### src/hw/rtl/elevator_target_selector_top_macros.svh
`ifndef ELEVATOR_TARGET_SELECTOR_TOP_MACROS_SVH
`define ELEVATOR_TARGET_SELECTOR_TOP_MACROS_SVH

// Checks a condition at every clock edge outside reset.
`define ETS_ASSERT_ALWAYS(lbl, expr, msg) \
  lbl: assert property (@(posedge clk) disable iff (!rst_n) (expr)) else $error(msg);

// Checks that a condition in one cycle implies another in the next cycle.
`define ETS_ASSERT_NEXT(lbl, ante, cons, msg) \
  lbl: assert property (@(posedge clk) disable iff (!rst_n) (ante) |=> (cons)) else $error(msg);

`endif

### src/hw/rtl/ets_pkg.sv
package ets_pkg;

  localparam int FLOORS  = 16;
  localparam int FLOOR_W = 6;
  localparam int OP_W    = 2;
  localparam int PF_W    = (FLOORS > 1) ? $clog2(FLOORS) : 1;

  localparam logic [OP_W-1:0] OP_REQUEST = 2'd0;
  localparam logic [OP_W-1:0] OP_ARRIVE  = 2'd1;
  localparam logic [OP_W-1:0] OP_PASS    = 2'd2;

  typedef struct packed {
    logic [OP_W-1:0]    operation;
    logic [FLOOR_W-1:0] floor;
    logic               moving_up;
  } item_t;

  typedef struct packed {
    logic               target_valid;
    logic [FLOOR_W-1:0] target_floor;
    logic               car_busy;
  } result_t;

  typedef struct packed {
    logic            found;
    logic [PF_W-1:0] idx;
  } seek_t;

  function automatic logic [PF_W-1:0] lowest_set(input logic [FLOORS-1:0] v);
    logic [PF_W-1:0] idx;
    idx = '0;
    for (int i = FLOORS - 1; i >= 0; i--) begin
      if (v[i]) begin
        idx = PF_W'(i);
      end
    end
    return idx;
  endfunction

  function automatic logic [PF_W-1:0] highest_set(input logic [FLOORS-1:0] v);
    logic [PF_W-1:0] idx;
    idx = '0;
    for (int i = 0; i < FLOORS; i++) begin
      if (v[i]) begin
        idx = PF_W'(i);
      end
    end
    return idx;
  endfunction

endpackage

### src/hw/rtl/ets_seek.sv
module ets_seek (
  input  logic [ets_pkg::FLOORS-1:0] req,
  input  logic [ets_pkg::PF_W-1:0]   present_floor,
  input  logic                       heading_up,
  output ets_pkg::seek_t             seek
);

  logic [ets_pkg::FLOORS-1:0] up_mask;
  logic [ets_pkg::FLOORS-1:0] down_mask;

  always_comb begin
    for (int i = 0; i < ets_pkg::FLOORS; i++) begin
      up_mask[i]   = req[i] && (ets_pkg::PF_W'(i) >= present_floor);
      down_mask[i] = req[i] && (ets_pkg::PF_W'(i) <= present_floor);
    end
  end

  always_comb begin
    seek.found = |req;
    if (heading_up) begin
      if (|up_mask) begin
        seek.idx = ets_pkg::lowest_set(up_mask);
      end else begin
        seek.idx = ets_pkg::highest_set(down_mask);
      end
    end else begin
      if (|down_mask) begin
        seek.idx = ets_pkg::highest_set(down_mask);
      end else begin
        seek.idx = ets_pkg::lowest_set(up_mask);
      end
    end
  end

endmodule

### src/hw/rtl/ets_core.sv
`include "elevator_target_selector_top_macros.svh"

module ets_core (
  input  logic             clk,
  input  logic             rst_n,
  input  logic             advance,
  input  ets_pkg::item_t   item,
  output ets_pkg::result_t result
);

  logic [ets_pkg::FLOORS-1:0] req_r, req_nxt;
  logic [ets_pkg::PF_W-1:0]   floor_r, floor_nxt;
  logic                       up_r, up_nxt;
  logic                       busy_r, busy_nxt;

  logic                       floor_ok;
  logic [ets_pkg::PF_W-1:0]   fidx;
  logic [ets_pkg::FLOORS-1:0] onehot;
  logic                       searching;
  ets_pkg::seek_t             seek;

  assign floor_ok = ({1'b0, item.floor} < (ets_pkg::FLOOR_W + 1)'(ets_pkg::FLOORS));
  assign fidx     = item.floor[ets_pkg::PF_W-1:0];
  assign onehot   = ets_pkg::FLOORS'(1) << fidx;

  always_comb begin
    req_nxt   = req_r;
    floor_nxt = floor_r;
    up_nxt    = up_r;
    busy_nxt  = busy_r;
    searching = 1'b0;
    if (floor_ok) begin
      unique case (item.operation)
        ets_pkg::OP_REQUEST: begin
          req_nxt   = req_r | onehot;
          busy_nxt  = 1'b1;
          searching = 1'b1;
        end
        ets_pkg::OP_ARRIVE: begin
          req_nxt   = req_r & ~onehot;
          busy_nxt  = |req_nxt;
          searching = 1'b1;
        end
        ets_pkg::OP_PASS: begin
          floor_nxt = fidx;
          up_nxt    = item.moving_up;
        end
        default: begin
        end
      endcase
    end
  end

  ets_seek u_seek (
    .req           (req_nxt),
    .present_floor (floor_r),
    .heading_up    (up_r),
    .seek          (seek)
  );

  always_comb begin
    result.target_valid = searching && seek.found;
    result.target_floor = result.target_valid ? ets_pkg::FLOOR_W'(seek.idx) : '0;
    result.car_busy     = busy_nxt;
  end

  always_ff @(posedge clk) begin
    if (!rst_n) begin
      req_r   <= '0;
      floor_r <= '0;
      up_r    <= 1'b0;
      busy_r  <= 1'b0;
    end else if (advance) begin
      req_r   <= req_nxt;
      floor_r <= floor_nxt;
      up_r    <= up_nxt;
      busy_r  <= busy_nxt;
    end
  end

  `ETS_ASSERT_ALWAYS(a_busy_tracks_requests, busy_r == (|req_r), "busy flag disagrees with requests")

endmodule

### src/hw/rtl/elevator_target_selector_top.sv
// Path: an accepted item is loaded into the input register; its result is computed from there
// and is loaded into the result register once the output has room, then offered on the outputs.
// Throughput: one item per cycle. The input stalls only while both registers hold items
// and out_ready is low.
// The result is formed by the single pass from the input register through the floor search.
// Reset (synchronous, rst_n low) clears all requests, the floor, heading and busy flag.
`include "elevator_target_selector_top_macros.svh"

module elevator_target_selector_top (
  input  logic                         clk,
  input  logic                         rst_n,
  input  logic                         in_valid,
  output logic                         in_ready,
  input  logic [ets_pkg::OP_W-1:0]     in_operation,
  input  logic [ets_pkg::FLOOR_W-1:0]  in_floor,
  input  logic                         in_moving_up,
  output logic                         out_valid,
  input  logic                         out_ready,
  output logic                         out_target_valid,
  output logic [ets_pkg::FLOOR_W-1:0]  out_target_floor,
  output logic                         out_car_busy
);

  logic             in_v_r;
  ets_pkg::item_t   item_r;
  logic             out_v_r;
  ets_pkg::result_t res_r;
  ets_pkg::result_t res_nxt;
  logic             out_room;
  logic             advance;

  assign out_room = !out_v_r || out_ready;
  assign advance  = in_v_r && out_room;
  assign in_ready = !in_v_r || out_room;

  always_ff @(posedge clk) begin
    if (!rst_n) begin
      in_v_r <= 1'b0;
    end else if (in_ready) begin
      in_v_r <= in_valid;
    end
  end

  always_ff @(posedge clk) begin
    if (in_ready && in_valid) begin
      item_r.operation <= in_operation;
      item_r.floor     <= in_floor;
      item_r.moving_up <= in_moving_up;
    end
  end

  ets_core u_core (
    .clk     (clk),
    .rst_n   (rst_n),
    .advance (advance),
    .item    (item_r),
    .result  (res_nxt)
  );

  always_ff @(posedge clk) begin
    if (!rst_n) begin
      out_v_r <= 1'b0;
    end else if (out_room) begin
      out_v_r <= in_v_r;
    end
  end

  always_ff @(posedge clk) begin
    if (advance) begin
      res_r <= res_nxt;
    end
  end

  assign out_valid        = out_v_r;
  assign out_target_valid = res_r.target_valid;
  assign out_target_floor = res_r.target_floor;
  assign out_car_busy     = res_r.car_busy;

  `ETS_ASSERT_ALWAYS(a_target_means_busy, !out_v_r || !res_r.target_valid || res_r.car_busy, "target sent while car idle")
  `ETS_ASSERT_ALWAYS(a_no_target_zero, !out_v_r || res_r.target_valid || (res_r.target_floor == '0), "target floor nonzero without target")
  `ETS_ASSERT_NEXT(a_stalled_item_kept, in_v_r && !out_room, in_v_r && $stable(item_r), "held item lost while result stalled")

endmodule
### config.mk
export PLATFORM = sky130hd
export DESIGN_NAME = elevator_target_selector_top
export DESIGN_NICKNAME = d
export VERILOG_FILES = /design/src/hw/rtl/ets_pkg.sv /design/src/hw/rtl/ets_seek.sv /design/src/hw/rtl/ets_core.sv /design/src/hw/rtl/elevator_target_selector_top.sv
export VERILOG_INCLUDE_DIRS = /design/src /design/src/hw/rtl
export SDC_FILE = /design/constraint.sdc
export NUM_CORES = 1
export LEC_CHECK = 0
export BUFFER_PORTS_ARGS = -buffer_cell sky130_fd_sc_hd__buf_4
export CORE_ASPECT_RATIO = 0.8
export CORE_MARGIN = 2
export CORE_UTILIZATION = 40
export CTS_BUF_LIST = sky130_fd_sc_hd__clkbuf_4 sky130_fd_sc_hd__clkbuf_8
export DETAILED_ROUTE_END_ITERATION = 7
export RECOVER_POWER = 100
export SETUP_SLACK_MARGIN = 0.5
export SYNTH_ARGS = -nofsm -noshare
export SYNTH_HDL_FRONTEND = slang
export SYNTH_HIERARCHICAL = 1
export SYNTH_SLANG_ARGS = --single-unit
### constraint.sdc
create_clock -name clk -period 4.15 [get_ports clk]
set_input_delay 1.245 -clock clk [delete_from_list [all_inputs] [get_ports clk]]
set_output_delay 1.245 -clock clk [all_outputs]
set_load 0.02 [all_outputs]
After elaboration in Yosys (flattened, before gate mapping)
Index checks and enable logic that the tools add are counted.
- bits in registers: 41
- bits of input ports: 13
- output and inout port bits: 10
- logic and storage cells: 138
- $lt $le $gt $ge: 33
- equality and inequality tests: 2
- shifts and indexed selects: 1
- multiplexer cells: 40
- bitwise logic cells: 3
- reduce and logical (&&, ||, !) cells: 46
- operator list (operator ; number):
    4-bit two-way mux ; 33
    16-bit OR reduction ; 4
    1-bit logical AND ; 35
    4-bit greater-or-equal comparator (first input constant) ; 8
    4-bit <= comparator (first input constant) ; 8
    16-bit case mux with 2 select lines ; 1
    16-bit AND ; 1
    3-bit by 4-bit greater-or-equal comparator with 1-bit output (first input constant) ; 4
    3-bit by 4-bit <= comparator with 1-bit output (first input constant) ; 4
    16-bit two-way mux ; 1
    16-bit inverter ; 1
    16-bit OR ; 1
    1-bit by 4-bit << shifter with 16-bit output (first input constant) ; 1
    1-bit by 4-bit greater-or-equal comparator with 1-bit output (first input constant) ; 2
    2-bit by 4-bit greater-or-equal comparator with 1-bit output (first input constant) ; 2
    1-bit by 4-bit <= comparator with 1-bit output (first input constant) ; 2
    2-bit by 4-bit <= comparator with 1-bit output (first input constant) ; 2
    6-bit by 5-bit less-than comparator with 1-bit output (second input constant) ; 1
    1-bit two-way mux ; 4
    3-bit AND reduction ; 1
    2-bit by 1-bit equality test with 1-bit output (second input constant) ; 1
    2-bit equality test (second input constant) ; 1
    1-bit zero test ; 2
    2-bit zero test ; 1
    3 further kinds ; 4

Longest topological paths before layout
Gate-level depths: netlist (run 1).
- word-level depth: 24
- mapped depth: 15
- depth with buffers taken out: 12

By module
The synthesis (run 1) kept the hierarchy.
- by module, submodules not included (module ; instances ; cells each ; area each (um^2) ; seq. area each (um^2)):
    ets_core ; 1 ; 189 ; 1510.2 ; 440.4
    ets_seek ; 1 ; 160 ; 1014.7 ; 0.0
    elevator_target_selector_top ; 1 ; 26 ; 614.3 ; 550.5

Worst setup path after synthesis (run 1)
Ideal clock, no wire load.
- path type: reg-to-reg
- start point: reg item_r[1] (netlist bit)
- end point: reg res_r, in the netlist out_target_floor[1] (data pin)
- setup time: 255 ps
- arrival: 3003 ps
- required time: 3895 ps
- setup slack: 892 ps
- cell stages (with the launch flop): 13
- path buffers: 3
- period minus slack after synthesis: 3258 ps
- path through: edfxtp_1 > buf_6 > nor4_4 > clkbuf_1 > a31oi_1 > clkbuf_1 > o211a_1 > o22a_1 > nor2_2 > nand3_2 > o41ai_4 > mux2_4 > and3_1
- RTL lines (item ; line ; RTL):
    start, declared ; elevator_target_selector_top.sv:25 ; ets_pkg::item_t item_r;
    end signal, assigned ; elevator_target_selector_top.sv:70 ; res_r <= res_nxt;
    end, declared ; elevator_target_selector_top.sv:27 ; ets_pkg::result_t res_r;

==> flow_metrics.env, run 1 <==
export IMPL_cts_hold_buf=0
export IMPL_vias_per_cell=6.166
export IMPL_wl_um=8656
export IMPL_die_x_um=103.0
export IMPL_synthesis_area_sq_um=3139
export IMPL_dieHeight_um=83.24
export IMPL_slowest_stage="o41ai_1"
export IMPL_worstPathCellList="and2b_1 -> and2_0 -> a21oi_1 -> a31oi_1 -> o21a_1 -> o21ai_0 -> nand3_1 -> o41ai_1 -> mux2_4 -> and3_1"
export IMPL_grt_max_degree=24
export IMPL_netlist_instances=375
export IMPL_nFillCells=752
export IMPL_grt_pass1_vias=2596
export IMPL_seq_area_frac_synth_pct=31.57
export IMPL_fmax_ghz=0.2701
export IMPL_cts_sinks=41
export IMPL_place_area_sq_um=3341
export IMPL_synth_area_mux_share_pct=3.029
export IMPL_cts_root_buffer="clkbuf_8"
export IMPL_crit_family="compound AO/OA/AOI/OAI gates"
export IMPL_dieArea_sq_um=8577
export IMPL_power_leakage_nw=1.259
export IMPL_cp_max_fo=12
export IMPL_maxCapViolCount=0
export IMPL_dpl_worst_slack_ns=0.6226
export IMPL_antenna_found_initial=0
export IMPL_cp_arrival_ns=3.75
export IMPL_synth_top_flop_cell="dfxtp_1"
export IMPL_relSlewSlack_pct=35.17
export IMPL_setup_tns_ns=0
export IMPL_synth_top_family_by_area="compound AO/OA/AOI/OAI gates"
export IMPL_synth_xor_area_share_pct=0
export IMPL_synthAdderAreaFrac_pct=0
export IMPL_hpwl_um=5994
export IMPL_area_growth_pct=8.210
export IMPL_ir_drop_mv=0.1720
export IMPL_setup_viol=0
export IMPL_rsz0062_at_grt="false"
export IMPL_drcViolationCount=0
export IMPL_postLayoutSetupSlackWorst_ns=0.4474
export IMPL_layout_commonest_cell="a21oi_1"
export IMPL_critPathKind="reg2reg"
export IMPL_final_util_pct=45.31
export IMPL_fin_crit_ns=3.703
export IMPL_grt_pass1_wl_um=13880
export IMPL_finalInstanceArea_sq_um=3397
export IMPL_clk_latency_ns=0.29
export IMPL_rows=28
export IMPL_io_buffers=22
export IMPL_antennaDiodeCount=0
export IMPL_grt_overflow_total=0
export IMPL_synth_simple_area_share_pct=24.87
export IMPL_cts_inserted_buffers=5
export IMPL_cts_max_path_buffers=2
export IMPL_htreeDepth=2
export IMPL_yosys_warnings=6
export IMPL_vias=3040
export IMPL_final_cell_mix="54 x a21oi_1, 29 x nor2_1, 24 x dfxtp_1, 22 x nand2_1, 21 x buf_4"
export IMPL_cts_tree="yes"
export IMPL_start_util_pct=41.87
export IMPL_finalClockSkew_ns=0.003103
export IMPL_io_pins=23
export IMPL_critPathMaxStageDelay_ns=0.80
export IMPL_finalCritPeriodShare_pct=89.22
export IMPL_syn_avg_cell_area_sq_um=8.371
export IMPL_fin_hold_ws_ns=0.4998
export IMPL_power_density_nw_per_um2=253.8
export IMPL_startpoint_type="register"
export IMPL_ys_seq_elements=41
export IMPL_synth_cell_types=76
export IMPL_ant_nets=0
export IMPL_min_delay_path_class="reg2reg"
export IMPL_critical_path_buf_inv_count=0
export IMPL_post_drt_wl_per_cell_um=17.56
export IMPL_final_layout_size_suffix_gt1_share_pct=14.95
export IMPL_crit_path_end_kind="register"
export IMPL_status="finished clean"
export IMPL_synth_edf_count=17
export IMPL_fp_coreArea_sq_um=7497
export IMPL_grt_usage_pct=20.11
export IMPL_drv_slew=0
export IMPL_cp_required_ns=4.20
export IMPL_dr_first_iter_drc_count=298
export IMPL_hold_viol=0
export IMPL_worst_slew_pin_slew_ns=0.9724
export IMPL_synth_compound_area_share_pct=32.24
export IMPL_synthArstFlopShare_pct=0
export IMPL_place_gp_congestion=0.9082
export IMPL_nets=400
export IMPL_firstDrtPassIters=6
export IMPL_clk_pin_slew_ns=0.08
## routing by layer
metal	global-route usage [%]	vias to the layer above	part of all wire (%)
met3	3.872	10	7.4
met5	0	-	0
met2	27.92	136	41
li1	-	1449	-
met4	3.469	0	1.0
met1	32.00	1445	50
## synth_stat cells (all sizes together) (2+ instances only)
cell	n	share of area, %
a21oi	55	8.9
nor2	31	3.9
buf	26	5.8
dfxtp	24	15
nand2	23	2.8
o21ai	22	3.5
edfxtp	17	16
a31oi	16	3.2
a311oi	15	4.2
clkbuf	12	1.4
and3	9	1.8
inv	8	0.96
mux2i	8	2.6
nand3	8	1.8
nor2b	7	1.6
o22ai	7	1.4
nor3	6	1.3
nor4	6	2.1
and2	5	1.1
o211ai	5	1.2
or3	5	1.0
a21o	4	0.96
o21a	4	0.96
or2	4	0.80
a2bb2oi	3	0.84
nand3b	3	1.1
or4b	3	0.96
a21boi	2	0.48
a22o	2	0.56
and3b	2	0.60
nand2b	2	0.40
nand4	2	0.40
nor3b	2	0.64
nor4b	2	0.56
o221a	2	0.72
o41ai	2	1.8
or2b	2	0.48
or4bb	2	0.72
## worst paths after layout
check | startpoint | end | slack, ns | cells past startpoint
max | item_r[4]$_DFFE_PP_ | out_target_floor[1]$_DFFE_PP_ | 0.45 | 10
min | item_r[0]$_DFFE_PP_ | u_core/up_r$_SDFFE_PN0P_ | 0.50 | 2
max reg2reg | item_r[4]$_DFFE_PP_ | out_target_floor[1]$_DFFE_PP_ | 0.45 | 10
min reg2reg | item_r[0]$_DFFE_PP_ | u_core/up_r$_SDFFE_PN0P_ | 0.50 | 2
## timing repair
item / CTS / global route
gates resized for setup: 0 / 0
endpoints found under the setup margin: 0 / 2
setup buffers: 0 / 3
## flip-flops by register name, summed over array words and instances, names as in the netlist
| name | flops |
|---|---|
| u_core/busy_r | 1 |
| out_target_floor | 6 |
| in_v_r | 1 |
| out_valid | 1 |
| u_core/floor_r | 4 |
| out_car_busy | 1 |
| u_core/up_r | 1 |
| item_r | 9 |
| out_target_valid | 1 |
| u_core/req_r | 16 |
## worst min-delay path, delay by kind of cell, from the launching register on
family | cells | cell delay, ns
simple gates | 1 | 0.07
mux | 1 | 0.06
flops | 1 | 0.33
## layout make-up
| class | count | area, sq um | area share, % |
|---|---|---|---|
| clock inverter | 2 | 33.78 | 0.9945 |
| multi-input combinational | 289 | 1861 | 54.77 |
| clock buffer | 6 | 76.32 | 2.247 |
| tap | 105 | 131.4 | 3.867 |
| inverter | 8 | 30.03 | 0.8840 |
| sequential | 41 | 991.0 | 29.17 |
| timing repair buffer | 42 | 274.0 | 8.066 |
## logic make-up (layout without fill, tap and decap cells)
group | after synthesis | in the layout
AOI/OAI and AO/OA | 151 | 151
buffers and inverters | 46 | 58
DFF | 41 | 41
muxes | 9 | 9
other | 1 | 2
and+or+nand+nor | 127 | 127
## metrics by stage
stage,power (mW),std cells
2_1_floorplan,0.5201,376
3_3_place_gp,0.5497,482
3_5_place_dp,0.5499,482
4_1_cts,0.8686,490
5_1_grt,0.8944,493
6_report,0.8623,493
## where the power goes
part / internal (mW) / switching (mW) / total [mW] / leakage, nW
clock: 0.184 / 0.139 / 0.323 / 0.0563
sequential: 0.431 / 0.0170 / 0.448 / 0.354
combinational: 0.0360 / 0.0549 / 0.0909 / 0.849
Power figures use the tool's default switching activity.
==> run 2, diff against run 1 <==
--- a/config.mk
+++ b/config.mk
@@ -6,6 +6,7 @@
 export SDC_FILE = /design/constraint.sdc
 export NUM_CORES = 1
 export LEC_CHECK = 0
+export ABC_AREA = 1
 export BUFFER_PORTS_ARGS = -buffer_cell sky130_fd_sc_hd__buf_4
 export CORE_ASPECT_RATIO = 0.8
 export CORE_MARGIN = 2
==> run 2 against run 1 <==
Net effect: the run now ends with max-capacitance violations, max-slew violations left; critical endpoint is now u_core/floor_r[0]$_SDFFE_PN0P_; sequential share of layout area rose by 4.4 points; core utilization rose by 0.28 points; sequential cell count did not move; first-iteration DRC count fell by 24%; area after synthesis fell by 13%; clock power fell by 16%; non-clock buffer count fell by 19; clock-buffer cell count fell by 1; critical path depth fell by 3; global-route usage rose by 0.12 points.
==> flow_metrics.env, run 2 <==
export IMPL_status="complete, but fails checks"
export IMPL_violations="max-capacitance violations, max-slew violations"
export IMPL_layout_commonest_cell="nand2_1"
export IMPL_start_util_pct=42.10
export IMPL_total_power_uw=930.6
export IMPL_ant_nets=0
export IMPL_yosysMostFrequentCell="nand2_1"
export IMPL_antenna_found_initial=0
export IMPL_synth_top_area_cell="edfxtp_1"
export IMPL_setup_tns_ns=0
export IMPL_synth_cell_types=36
export IMPL_busiest_layer="met1"
export IMPL_synth_xor_area_share_pct=0
export IMPL_cts_sinks=41
export IMPL_synth_edf_count=17
export IMPL_clk_latency_ns=0.29
export IMPL_cp_required_ns=4.37
export IMPL_dieArea_sq_um=7493
export IMPL_grt_max_degree=36
export IMPL_slowest_stage="nor4_1"
export IMPL_htreeDepth=2
export IMPL_critical_path_buf_inv_count=3
export IMPL_io_buffers=22
export IMPL_syn_avg_cell_area_sq_um=6.762
export IMPL_ys_top_cells_by_count="95 x nand2_1, 54 x nor2_1, 50 x inv_1, 31 x a21oi_1, 28 x o21ai_0"
export IMPL_worstPathCellList="clkbuf_4 -> inv_1 -> a21oi_1 -> inv_1 -> nor4_1 -> o21ai_0 -> a21oi_1"
export IMPL_drcViolationCount=0
export IMPL_die_x_um=96.28
export IMPL_cts_max_path_buffers=2
export IMPL_grt_met1_usage_pct=31.44
export IMPL_postLayoutSetupSlackWorst_ns=0.9087
export IMPL_post_drt_wl_per_cell_um=13.60
export IMPL_relSlewSlack_pct=-4.663
export IMPL_vias=2590
export IMPL_cts_tree="yes"
export IMPL_fp_coreArea_sq_um=6474
export IMPL_synth_top_family_by_area="simple AND/OR/NAND/NOR gates"
export IMPL_critPathMaxStageDelay_ns=1.31
export IMPL_critPathKind="in2reg"
export IMPL_area_growth_pct=8.310
export IMPL_cp_arrival_ns=3.46
export IMPL_io_pins=23
export IMPL_grt_pass1_vias=2389
export IMPL_dieHeight_um=77.83
export IMPL_rows=26
export IMPL_place_gp_congestion=0.9574
export IMPL_largest_register="u_core/req_r"
export IMPL_crit_path_end_kind="register"
export IMPL_netlist_top_cells_area="edfxtp_1 19%, dfxtp_1 18%, nand2_1 13%"
export IMPL_use_met3_pct=3.883
export IMPL_synth_simple_area_share_pct=34.89
export IMPL_synthArstFlopShare_pct=0
export IMPL_clk_pin_slew_ns=0.09
export IMPL_nFillCells=697
export IMPL_nets=433
export IMPL_power_density_nw_per_um2=315.3
export IMPL_hpwl_um=5185
export IMPL_netlist_instances=403
export IMPL_grt_usage_pct=20.23
export IMPL_finalInstanceArea_sq_um=2952
export IMPL_rsz0062_at_grt="false"
export IMPL_synth_area_mux_share_pct=2.571
export IMPL_power_leakage_nw=1.434
export IMPL_grt_overflow_total=0
export IMPL_startpoint_type="primary input"
export IMPL_grt_pass1_wl_um=11910
export IMPL_setup_viol=0
export IMPL_yosys_warnings=6
export IMPL_antennaDiodeCount=0
export IMPL_wl_um=6867
export IMPL_finalCritPeriodShare_pct=78.10
export IMPL_firstDrtPassIters=5
export IMPL_cts_setup_buffers=0
export IMPL_fmax_ghz=0.3085
export IMPL_synth_top_area_share_pct=18.73
export IMPL_synth_top_flop_cell="dfxtp_1"
export IMPL_cts_inserted_buffers=5
export IMPL_largest_reg_flops=16
export IMPL_vias_per_cell=5.129
export IMPL_synthesis_area_sq_um=2725
export IMPL_maxCapViolCount=1
export IMPL_worst_slew_pin_slew_ns=1.556
export IMPL_finalClockSkew_ns=0.005141
export IMPL_final_layout_size_suffix_gt1_share_pct=9.026
export IMPL_ys_seq_elements=41
export IMPL_dr_first_iter_drc_count=227
export IMPL_min_delay_path_class="reg2reg"
export IMPL_cts_root_buffer="clkbuf_8"
export IMPL_use_met2_pct=28.96
export IMPL_synth_compound_area_share_pct=15.01
export IMPL_fin_hold_ws_ns=0.4969
export IMPL_ir_drop_mv=0.1774
export IMPL_drv_slew=11
export IMPL_place_area_sq_um=2930
export IMPL_dpl_worst_slack_ns=1.136
export IMPL_synthAdderAreaFrac_pct=0
export IMPL_crit_family="simple AND/OR/NAND/NOR gates"
export IMPL_fin_crit_ns=3.241
export IMPL_cts_resized=0
export IMPL_hold_viol=0
export IMPL_seq_area_frac_synth_pct=36.36
export IMPL_final_cell_mix="95 x nand2_1, 54 x nor2_1, 52 x inv_1, 32 x a21oi_1, 28 x o21ai_0"
export IMPL_cp_max_fo=10
export IMPL_cts_hold_buf=0
## run 2: changes by cell type after synthesis, moves of 12 or more
cell,previous run,this run
nand2_1,22,95
inv_1,8,50
nor2_1,29,54
a21oi_1,54,31
a31oi_1,16,0
a311oi_1,15,0
nand3_1,6,20
nand4_1,2,14
## run 2: final timing paths
check | startpoint | to | slack [ns] | cells past startpoint
setup / recovery | out_ready | u_core/floor_r[0]$_SDFFE_PN0P_ | 0.91 | 7
hold / removal | in_v_r$_SDFFE_PN0P_ | out_valid$_SDFFE_PN0P_ | 0.50 | 2
setup reg to reg | item_r[5]$_DFFE_PP_ | out_target_floor[1]$_DFFE_PP_ | 1.03 | 18
hold reg to reg | in_v_r$_SDFFE_PN0P_ | out_valid$_SDFFE_PN0P_ | 0.50 | 2
## run 2: layout make-up
type	instances	area (sq um)	share of cell area, %
Multi-Input combinational cell	291	1414	47.90
Sequential cell	41	991.0	33.57
Inverter	58	220.2	7.461
Timing Repair Buffer	23	127.6	4.324
Tap cell	84	105.1	3.561
Clock buffer	5	68.82	2.331
Clock inverter	3	25.02	0.8478
## run 2: cell families after synthesis
group,count (synthesis)
mux,7
simple gates,208
other cells,1
flops,41
buf+inv,72
compound gates,74
## run 2: power breakdown
part / switching, mW / internal [mW]
combinational: 0.127 / 0.0664
sequential: 0.0215 / 0.443
clock: 0.150 / 0.121
total: 0.299 / 0.631
## run 2: worst reg2reg max path: cells and delay by family (launching register included)
kind	cells	cell delay, ns
AND/OR/NAND/NOR	11	1.41
buffers and inverters	5	0.68
flip-flops	1	0.38
multiplexers	1	0.23
AO/OA/AOI/OAI	1	0.19
## run 2: metal layers
metal  part of all wire (%)  wire length, um
met1                     52             3562
met2                     42             2870
met3                    5.6              384
met4                   0.71               49
met5                      0                0
## run 2: through the flow
stage	cells	util, %
finish	505	45.59
detailed placement	497	45.26
global placement	497	45.26
CTS	505	46.71
floorplan	404	-
global route	505	45.59
